### src/rtl/isotp_pkg.sv
// Shared types and constants for the ISO-TP receive reassembler.
// No dependencies; imported by isotp_decode, isotp_receive_reassembler and the testbench.
package isotp_pkg;

    localparam int BUFFER_BYTES_DEF = 64;
    localparam int LEN_W            = 7;
    localparam int SEQ_W            = 4;
    localparam int CNT_W            = 3;

    localparam logic [3:0] TYPE_SF = 4'h0;
    localparam logic [3:0] TYPE_FF = 4'h1;
    localparam logic [3:0] TYPE_CF = 4'h2;

    localparam logic [3:0]       DLC_MAX    = 4'd8;
    localparam logic [LEN_W-1:0] SF_MAX     = 7'd7;
    localparam logic [LEN_W-1:0] CF_MAX     = 7'd7;
    localparam logic [LEN_W-1:0] FF_PAYLOAD = 7'd6;
    localparam logic [11:0]      FF_MIN_LEN = 12'd7;

    typedef enum logic [2:0] {
        ACT_NONE,
        ACT_SF_EMPTY,
        ACT_SF_DATA,
        ACT_FF,
        ACT_CF_BAD_SEQ,
        ACT_CF_DATA
    } act_t;

    typedef enum logic [1:0] {
        KIND_BYTE  = 2'd0,
        KIND_CTS   = 2'd1,
        KIND_EMPTY = 2'd2
    } kind_t;

    typedef enum logic [2:0] {
        ST_IDLE,
        ST_WRITE,
        ST_EMIT,
        ST_DRAIN,
        ST_RESULT
    } state_t;

    typedef struct packed {
        act_t             act;
        logic [CNT_W-1:0] count;
        logic [LEN_W-1:0] len;
        logic             complete;
    } decode_t;

endpackage

### src/rtl/isotp_decode.sv
// Frame classifier: decodes one CAN frame against the reassembly state.
// Depends on isotp_pkg.
module isotp_decode
    import isotp_pkg::*;
#(
    parameter int BUFFER_BYTES = BUFFER_BYTES_DEF
)
(
    input  logic [3:0]       frame_len,
    input  logic [7:0]       frame_byte0,
    input  logic [7:0]       frame_byte1,
    input  logic             reassembling,
    input  logic [SEQ_W-1:0] next_sequence,
    input  logic [LEN_W-1:0] expected_length,
    input  logic [LEN_W-1:0] bytes_held,
    output decode_t          dec
);

    localparam logic [11:0] BUF_MAX = 12'(BUFFER_BYTES);

    logic [3:0]       dlc;
    logic [LEN_W-1:0] avail;
    logic [LEN_W-1:0] sfl;
    logic [11:0]      len12;
    logic [LEN_W-1:0] rem;
    logic [LEN_W-1:0] n;
    logic [LEN_W:0]   held_sum;

    always_comb
    begin
        dlc      = (frame_len > DLC_MAX) ? DLC_MAX : frame_len;
        avail    = LEN_W'(dlc - 4'd1);
        sfl      = LEN_W'(frame_byte0[3:0]);
        len12    = {frame_byte0[3:0], frame_byte1};
        rem      = expected_length - bytes_held;
        n        = (rem > CF_MAX) ? CF_MAX : rem;
        n        = (n > avail) ? avail : n;
        held_sum = {1'b0, bytes_held} + {1'b0, n};

        dec          = '0;
        dec.act      = ACT_NONE;
        if (dlc != 4'd0)
        begin
            unique case (frame_byte0[7:4])
                TYPE_SF:
                begin
                    if (sfl <= SF_MAX && sfl <= avail)
                    begin
                        dec.act   = (sfl == '0) ? ACT_SF_EMPTY : ACT_SF_DATA;
                        dec.count = sfl[CNT_W-1:0];
                        dec.len   = sfl;
                    end
                end
                TYPE_FF:
                begin
                    if (dlc == DLC_MAX && len12 >= FF_MIN_LEN && len12 <= BUF_MAX)
                    begin
                        dec.act   = ACT_FF;
                        dec.count = FF_PAYLOAD[CNT_W-1:0];
                        dec.len   = len12[LEN_W-1:0];
                    end
                end
                TYPE_CF:
                begin
                    if (reassembling && dlc >= 4'd2)
                    begin
                        if (frame_byte0[3:0] != next_sequence)
                        begin
                            dec.act = ACT_CF_BAD_SEQ;
                        end
                        else
                        begin
                            dec.act      = ACT_CF_DATA;
                            dec.count    = n[CNT_W-1:0];
                            dec.len      = expected_length;
                            dec.complete = (held_sum >= {1'b0, expected_length});
                        end
                    end
                end
                default:
                begin
                    dec.act = ACT_NONE;
                end
            endcase
        end
    end

endmodule

### src/rtl/isotp_receive_reassembler.sv
// ISO-TP receive reassembler top level: frame capture, buffer memory, drain.
// Depends on isotp_pkg and isotp_decode.
//
// Usage:
//   Input channel (frame_valid/frame_ready) takes one CAN frame per beat:
//   frame_len and frame_byte0..7. Output channel (result_valid/result_ready)
//   gives one result per beat: result_kind, payload_byte, message_length,
//   last. Results of one frame come in order with last set on the final one.
//   Single frames stream their bytes straight from the captured frame, one
//   per cycle unless the receiver stalls. First and consecutive frames write
//   their bytes into the assembly buffer, one byte per cycle through its
//   single write port. When a message completes, the buffer is read back
//   one byte per cycle (registered read port, no bubbles while result_ready
//   is high). frame_ready is high only while no frame is being processed;
//   it rises again once the last write is done or, for a frame with
//   results, once the last result sits in the output register.
//   A stalled receiver holds the output register and stops the drain.
//   Reset clears the control state and drops any partial message; buffer
//   contents are not cleared and are never read before being written.
module isotp_receive_reassembler
    import isotp_pkg::*;
#(
    parameter int BUFFER_BYTES = BUFFER_BYTES_DEF
)
(
    input  logic       clk,
    input  logic       rst_n,
    input  logic       frame_valid,
    output logic       frame_ready,
    input  logic [3:0] frame_len,
    input  logic [7:0] frame_byte0,
    input  logic [7:0] frame_byte1,
    input  logic [7:0] frame_byte2,
    input  logic [7:0] frame_byte3,
    input  logic [7:0] frame_byte4,
    input  logic [7:0] frame_byte5,
    input  logic [7:0] frame_byte6,
    input  logic [7:0] frame_byte7,
    output logic       result_valid,
    input  logic       result_ready,
    output logic [1:0] result_kind,
    output logic [7:0] payload_byte,
    output logic [6:0] message_length,
    output logic       last
);

    localparam int AW = $clog2(BUFFER_BYTES);

    logic [7:0] buf_mem [BUFFER_BYTES];

    state_t           state_reg, state_next;
    logic             reassembling_reg;
    logic [SEQ_W-1:0] next_sequence_reg;
    logic [LEN_W-1:0] expected_length_reg;
    logic [LEN_W-1:0] bytes_held_reg;

    act_t             act_reg;
    logic             complete_reg;
    logic [CNT_W-1:0] cnt_reg;
    logic [CNT_W-1:0] idx_reg;
    logic [LEN_W-1:0] len_reg;
    logic [AW-1:0]    wr_base_reg;
    logic [7:0]       data_reg [7];
    kind_t            res_kind_reg;

    logic [LEN_W-1:0] rd_idx_reg;
    logic [LEN_W-1:0] out_idx_reg;
    logic             pend_reg;
    logic [7:0]       rdata_reg;

    logic             out_valid_reg;
    kind_t            out_kind_reg;
    logic [7:0]       out_byte_reg;
    logic [LEN_W-1:0] out_len_reg;
    logic             out_last_reg;

    decode_t          dec;
    logic             accept;
    logic             out_load;
    logic             move;
    logic             rd_en;
    logic             wr_en;
    logic [AW-1:0]    wr_addr;
    logic             want;
    kind_t            emit_kind;
    logic [7:0]       emit_byte;
    logic             emit_last;
    logic             idx_end;

    isotp_decode #(
        .BUFFER_BYTES(BUFFER_BYTES)
    ) u_decode (
        .frame_len      (frame_len),
        .frame_byte0    (frame_byte0),
        .frame_byte1    (frame_byte1),
        .reassembling   (reassembling_reg),
        .next_sequence  (next_sequence_reg),
        .expected_length(expected_length_reg),
        .bytes_held     (bytes_held_reg),
        .dec            (dec)
    );

    assign frame_ready = (state_reg == ST_IDLE);
    assign accept      = frame_valid && frame_ready;
    assign out_load    = !out_valid_reg || result_ready;
    assign move        = (state_reg == ST_DRAIN) && pend_reg && out_load;
    assign idx_end     = (idx_reg == cnt_reg - 3'd1);
    assign rd_en       = (state_reg == ST_DRAIN) && (rd_idx_reg < len_reg)
                         && (!pend_reg || move);
    assign wr_addr     = wr_base_reg + AW'(idx_reg);

    // next state
    always_comb
    begin
        state_next = state_reg;
        unique case (state_reg)
            ST_IDLE:
            begin
                if (accept)
                begin
                    unique case (dec.act)
                        ACT_SF_EMPTY:            state_next = ST_RESULT;
                        ACT_SF_DATA:             state_next = ST_EMIT;
                        ACT_FF, ACT_CF_DATA:     state_next = ST_WRITE;
                        ACT_NONE, ACT_CF_BAD_SEQ: state_next = ST_IDLE;
                        default:                 state_next = ST_IDLE;
                    endcase
                end
            end
            ST_WRITE:
            begin
                if (idx_end)
                begin
                    priority if (act_reg == ACT_FF)
                        state_next = ST_RESULT;
                    else if (complete_reg)
                        state_next = ST_DRAIN;
                    else
                        state_next = ST_IDLE;
                end
            end
            ST_EMIT:
            begin
                if (out_load && idx_end)
                    state_next = ST_IDLE;
            end
            ST_DRAIN:
            begin
                if (move && emit_last)
                    state_next = ST_IDLE;
            end
            ST_RESULT:
            begin
                if (out_load)
                    state_next = ST_IDLE;
            end
            default:
            begin
                state_next = ST_IDLE;
            end
        endcase
    end

    // outputs of the sequencer
    always_comb
    begin
        want      = 1'b0;
        wr_en     = 1'b0;
        emit_kind = KIND_BYTE;
        emit_byte = '0;
        emit_last = 1'b0;
        unique case (state_reg)
            ST_WRITE:
            begin
                wr_en = 1'b1;
            end
            ST_EMIT:
            begin
                want      = 1'b1;
                emit_byte = data_reg[idx_reg];
                emit_last = idx_end;
            end
            ST_DRAIN:
            begin
                want      = pend_reg;
                emit_byte = rdata_reg;
                emit_last = (out_idx_reg == len_reg - 7'd1);
            end
            ST_RESULT:
            begin
                want      = 1'b1;
                emit_kind = res_kind_reg;
                emit_last = 1'b1;
            end
            default:
            begin
                want = 1'b0;
            end
        endcase
    end

    always_ff @(posedge clk or negedge rst_n)
    begin
        if (!rst_n)
        begin
            state_reg           <= ST_IDLE;
            reassembling_reg    <= 1'b0;
            next_sequence_reg   <= '0;
            expected_length_reg <= '0;
            bytes_held_reg      <= '0;
            pend_reg            <= 1'b0;
            out_valid_reg       <= 1'b0;
        end
        else
        begin
            state_reg <= state_next;
            if (accept)
            begin
                priority case (dec.act)
                    ACT_FF:
                    begin
                        expected_length_reg <= dec.len;
                        bytes_held_reg      <= FF_PAYLOAD;
                        next_sequence_reg   <= 4'd1;
                        reassembling_reg    <= 1'b1;
                    end
                    ACT_CF_BAD_SEQ:
                    begin
                        reassembling_reg <= 1'b0;
                    end
                    ACT_CF_DATA:
                    begin
                        bytes_held_reg    <= bytes_held_reg + LEN_W'(dec.count);
                        next_sequence_reg <= next_sequence_reg + 4'd1;
                        if (dec.complete)
                            reassembling_reg <= 1'b0;
                    end
                    default:
                    begin
                    end
                endcase
            end
            if (rd_en)
                pend_reg <= 1'b1;
            else if (move)
                pend_reg <= 1'b0;
            if (out_load)
                out_valid_reg <= want;
        end
    end

    always_ff @(posedge clk)
    begin
        if (accept)
        begin
            act_reg      <= dec.act;
            complete_reg <= dec.complete;
            cnt_reg      <= dec.count;
            len_reg      <= dec.len;
            idx_reg      <= '0;
            rd_idx_reg   <= '0;
            out_idx_reg  <= '0;
            res_kind_reg <= (dec.act == ACT_FF) ? KIND_CTS : KIND_EMPTY;
            wr_base_reg  <= (dec.act == ACT_FF) ? '0 : bytes_held_reg[AW-1:0];
            if (dec.act == ACT_FF)
            begin
                data_reg[0] <= frame_byte2;
                data_reg[1] <= frame_byte3;
                data_reg[2] <= frame_byte4;
                data_reg[3] <= frame_byte5;
                data_reg[4] <= frame_byte6;
                data_reg[5] <= frame_byte7;
                data_reg[6] <= 8'd0;
            end
            else
            begin
                data_reg[0] <= frame_byte1;
                data_reg[1] <= frame_byte2;
                data_reg[2] <= frame_byte3;
                data_reg[3] <= frame_byte4;
                data_reg[4] <= frame_byte5;
                data_reg[5] <= frame_byte6;
                data_reg[6] <= frame_byte7;
            end
        end
        else
        begin
            if (wr_en || (state_reg == ST_EMIT && out_load))
                idx_reg <= idx_reg + 3'd1;
            if (rd_en)
                rd_idx_reg <= rd_idx_reg + 7'd1;
            if (move)
                out_idx_reg <= out_idx_reg + 7'd1;
        end
        if (out_load && want)
        begin
            out_kind_reg <= emit_kind;
            out_byte_reg <= emit_byte;
            out_len_reg  <= (emit_kind == KIND_EMPTY) ? '0 : len_reg;
            out_last_reg <= emit_last;
        end
    end

    // assembly buffer: one write port, one registered read port
    always_ff @(posedge clk)
    begin
        if (wr_en)
            buf_mem[wr_addr] <= data_reg[idx_reg];
        if (rd_en)
            rdata_reg <= buf_mem[rd_idx_reg[AW-1:0]];
    end

    assign result_valid   = out_valid_reg;
    assign result_kind    = out_kind_reg;
    assign payload_byte   = out_byte_reg;
    assign message_length = out_len_reg;
    assign last           = out_last_reg;

    a_wr_below_held: assert property (@(posedge clk) disable iff (!rst_n)
        wr_en |-> ({1'b0, wr_addr} < {1'b0, bytes_held_reg[AW-1:0]}
                   || bytes_held_reg >= LEN_W'(BUFFER_BYTES)))
        else $error("buffer write at or above bytes held");

    a_rd_below_len: assert property (@(posedge clk) disable iff (!rst_n)
        rd_en |-> (rd_idx_reg < expected_length_reg))
        else $error("buffer read beyond message length");

    a_held_below_len: assert property (@(posedge clk) disable iff (!rst_n)
        reassembling_reg |-> (bytes_held_reg < expected_length_reg))
        else $error("reassembly armed with complete buffer");

    a_pend_in_drain: assert property (@(posedge clk) disable iff (!rst_n)
        pend_reg |-> (state_reg == ST_DRAIN))
        else $error("read data pending outside drain");

    a_busy_blocks_input: assert property (@(posedge clk) disable iff (!rst_n)
        (state_reg != ST_IDLE) |-> !frame_ready)
        else $error("frame accepted while busy");

endmodule

### config.mk
export PLATFORM = sky130hd
export DESIGN_NAME = isotp_receive_reassembler
export DESIGN_NICKNAME = d
export VERILOG_FILES = /design/src/rtl/isotp_pkg.sv /design/src/rtl/isotp_decode.sv /design/src/rtl/isotp_receive_reassembler.sv
export SDC_FILE = /design/constraint.sdc
export NUM_CORES = 1
export LEC_CHECK = 0
export ABC_AREA = 1
export BUFFER_PORTS_ARGS = -buffer_cell sky130_fd_sc_hd__buf_2
export CAP_MARGIN = 10
export CORE_UTILIZATION = 55
export CTS_CLUSTER_SIZE = 24
export DETAILED_ROUTE_END_ITERATION = 8
export PLACE_DENSITY = 0.72
export SLEW_MARGIN = 20
export SYNTH_ARGS = -nofsm -noshare
export SYNTH_HDL_FRONTEND = slang
export SYNTH_HIERARCHICAL = 1
export SYNTH_SLANG_ARGS = --single-unit
### constraint.sdc
create_clock -name clk -period 6.15 [get_ports clk]
set_input_delay 0.3075 -clock clk [delete_from_list [all_inputs] [get_ports clk]]
set_output_delay 0.3075 -clock clk [all_outputs]
set_load 0.02 [all_outputs]
==> results.toml <==
[yosys]
synth_common_cells = "edfxtp_1 (616), nor2_1 (451), o21ai_0 (325)"
syn_area_per_cell_um2 = 11.3
netlist_area_um2 = 29000
post-synth-top-count-cell = "edfxtp_1"
synth-seq-cells = 660
async_flop_share_pct = 3.64
synth_cells = 2564
synth_top_area_share_pct = 63.8
synth_area_leaders = "edfxtp_1 (64%), nor2_1 (5.8%), o21ai_0 (5.6%)"
yosysSeqAreaShare_pct = 67.2
synth_warnings = 6
synth_cell_types = 60
synth_largest_area_cell = "edfxtp_1"
synth_edf_count = 616
synthFlopType = "edfxtp_1"

[timing]
setup_violations = 0
finalSetupTns_ns = 0
maxSlewViolCount = 0
rsz0062_at_grt = "false"
fin_ws_ns = 0.666
worst_slew_pin_slew_ns = 1.04
relSlewSlack_pct = 30.8
min_period_ns = 5.48
fin_skew_ns = 0.0211
period_share_pct = 89.2
hold_ws_ns = 0.0197
finalHoldViolCount = 0
max_freq_mhz = 182

[final_layout]
drive_above_1_share_pct = 10.0
nNetsFinal = 2764
antenna_cells = 0
seq_area_um2 = 19500
nFillCells = 3998
multi_input_area_um2 = 8440
area_delta_synth_final_pct = 11.3
final_area_um2 = 32300
largest_reg_flops = 512

[worst_setup_path]
crit_path_start_kind = "register"
critPathSlowestCell = "fa_1"
reg2regPathDepth = 39
path_max_fanout = 7
crit_required_ns = 6.64
worst-setup-path-type = "reg -> reg"
critical_path.max_stage_delay_ns = 0.44
worstPathArrival_ns = 5.97
path_common_cell = "nand2_1"
end_kind = "register"

[placed_design]
hpwl_um = 42800
port_buffers = 91
gp_congestion = 0.900
placed_cell_area_um2 = 30100
pre_cts_slack_ns = 0.545

[floorplan]
die_area_um2 = 53700
ios = 92
die_w_um = 232
num_rows = 83
die_y_um = 232
core_area_um2 = 51700
start_util_pct = 56.1

[global_route]
gr-total-overflow = 0
grt_use_met2_pct = 44.4
grt_pass1_wl_um = 111000
gr-usage-met3_pct = 4.85
grt_pass1_vias = 19800
grt-busiest-layer = "met2"
gr-usage-met1_pct = 35.8
grt_max_degree = 122
grtUsageTotal_pct = 27.1
antenna_found_initial = 0

[detailed_routing]
wl_per_cell_um = 21.2
wirelength_um = 71400
drc = 0
viasPerCell = 5.98
vias = 20100
antenna_left = 0
dr.pass1.iters = 8
drtIter0Drc = 2207

[clock_tree]
clk_latency_ns = 0.61
cts.clk_slew.worst_paths_ns = 0.06
htreeDepth = 3
cts_root_buffer = "clkbuf_16"
clock-sinks = 660
cts_tree = "yes"
cts_buffers = 68
clock_path_buffers = 3

[min_path]
hp-class = "in -> reg"
whs_path_depth = 2

[flow_run]
max_cap_violations = 0

[power_and_ir_drop]
p_per_area_nw_per_um2 = 371
leakage_nw = 11.7
vdd_drop_max_mv = 0.375

[outcome]
outcome = "completed"
[worst paths after layout]
path,start,end,slack [ns]
setup reg to reg,expected_length_reg[0]$_DFFE_PN0P_,reassembling_reg$_DFFE_PN0P_,0.67
hold / removal,frame_byte2[4],data_reg[0][4]$_DFFE_PP_,0.02
min in group asynchronous,rst_n,expected_length_reg[3]$_DFFE_PN0P_,0.27
hold reg to reg,next_sequence_reg[3]$_DFFE_PN0P_,next_sequence_reg[3]$_DFFE_PN0P_,0.50
setup / recovery,expected_length_reg[0]$_DFFE_PN0P_,reassembling_reg$_DFFE_PN0P_,0.67
max in group asynchronous,rst_n,expected_length_reg[6]$_DFFE_PN0P_,5.46
[cells in the final DEF, fill, tap and decap left out, types with 7 or more instances in the layout]
master / instances
nor2_1: 449
nand3_1: 99
o221ai_1: 38
nor3_1: 9
edfxtp_1: 616
clkinv_1: 20
xor2_1: 16
o211ai_1: 28
a21oi_1: 76
buf_2: 91
o22ai_1: 81
nand2_1: 320
o21ai_0: 317
o21ai_4: 8
clkinv_2: 15
xnor2_1: 10
ha_1: 53
clkbuf_16: 70
dfxtp_1: 17
mux2_1: 8
dlygate4sd3_1: 9
a22o_1: 8
nand4_1: 24
inv_1: 150
buf_4: 23
clkbuf_1: 12
o21ai_1: 7
dfrtp_1: 24
[final cells by class]
class | instances | area share [%]
clock buffers | 86 | 5.74
well taps | 680 | 2.64
clock inverters | 39 | 0.884
flip-flops and latches | 660 | 60.4
repair buffers | 123 | 2.22
multi-input cells | 1616 | 26.1
inverters | 166 | 1.97
[where the power goes]
part | leakage, nW | switching [mW] | total [mW] | internal, mW
registers | 6.05 | 0.0982 | 6.03 | 5.93
clock network | 1.05 | 1.70 | 3.97 | 2.27
logic | 4.60 | 1.60 | 1.97 | 0.376
total | 11.7 | 3.40 | 12.0 | 8.58
[worst max-delay path: cells and delay by family, from the launching register on]
family	cells	cell delay (ns)
AO/OA/AOI/OAI	4	0.77
XOR/XNOR	1	0.14
adder cells (fa/ha/maj)	6	1.85
buffers and inverters	7	0.49
flip-flops	1	0.37
AND/OR/NAND/NOR	21	1.74
[through the flow]
| step | utilization, % | cells | power [mW] |
|---|---|---|---|
| floorplan | - | 2567 | 7.28 |
| global placement | 58.1 | 3236 | 8.00 |
| detailed placement | 58.1 | 3236 | 8.07 |
| CTS | 62.4 | 3370 | 12.0 |
| global route | 62.4 | 3370 | 12.4 |
| finish | 62.4 | 3370 | 12.0 |
[timing repair]
item | 4_1_cts | 5_1_grt
hold buffers | 9 | 0
endpoints found under the setup margin | 0 | 1
hold endpoints to repair | 33 | 0
setup buffers | 0 | 0
gates resized for setup | 0 | 2
[cell families (layout without fill, tap and decap cells)]
family	after synthesis	after routing	share of synthesized area, %
flip-flops	660	660	67.2
buffers and inverters	291	414	4.10
other	1	4	0.0129
multiplexers	8	8	0.311
AO/OA/AOI/OAI	581	581	11.4
adder cells (fa/ha/maj)	57	57	2.56
AND/OR/NAND/NOR	940	940	13.6
XOR/XNOR	26	26	0.785
[layer usage]
metal	wire length, um	up-vias
li1	-	9297
met4	2640	0
met5	0	-
met1	28300	9759
met2	34300	927
met3	6130	158
Note: power is estimated with default switching activity, not from simulation.
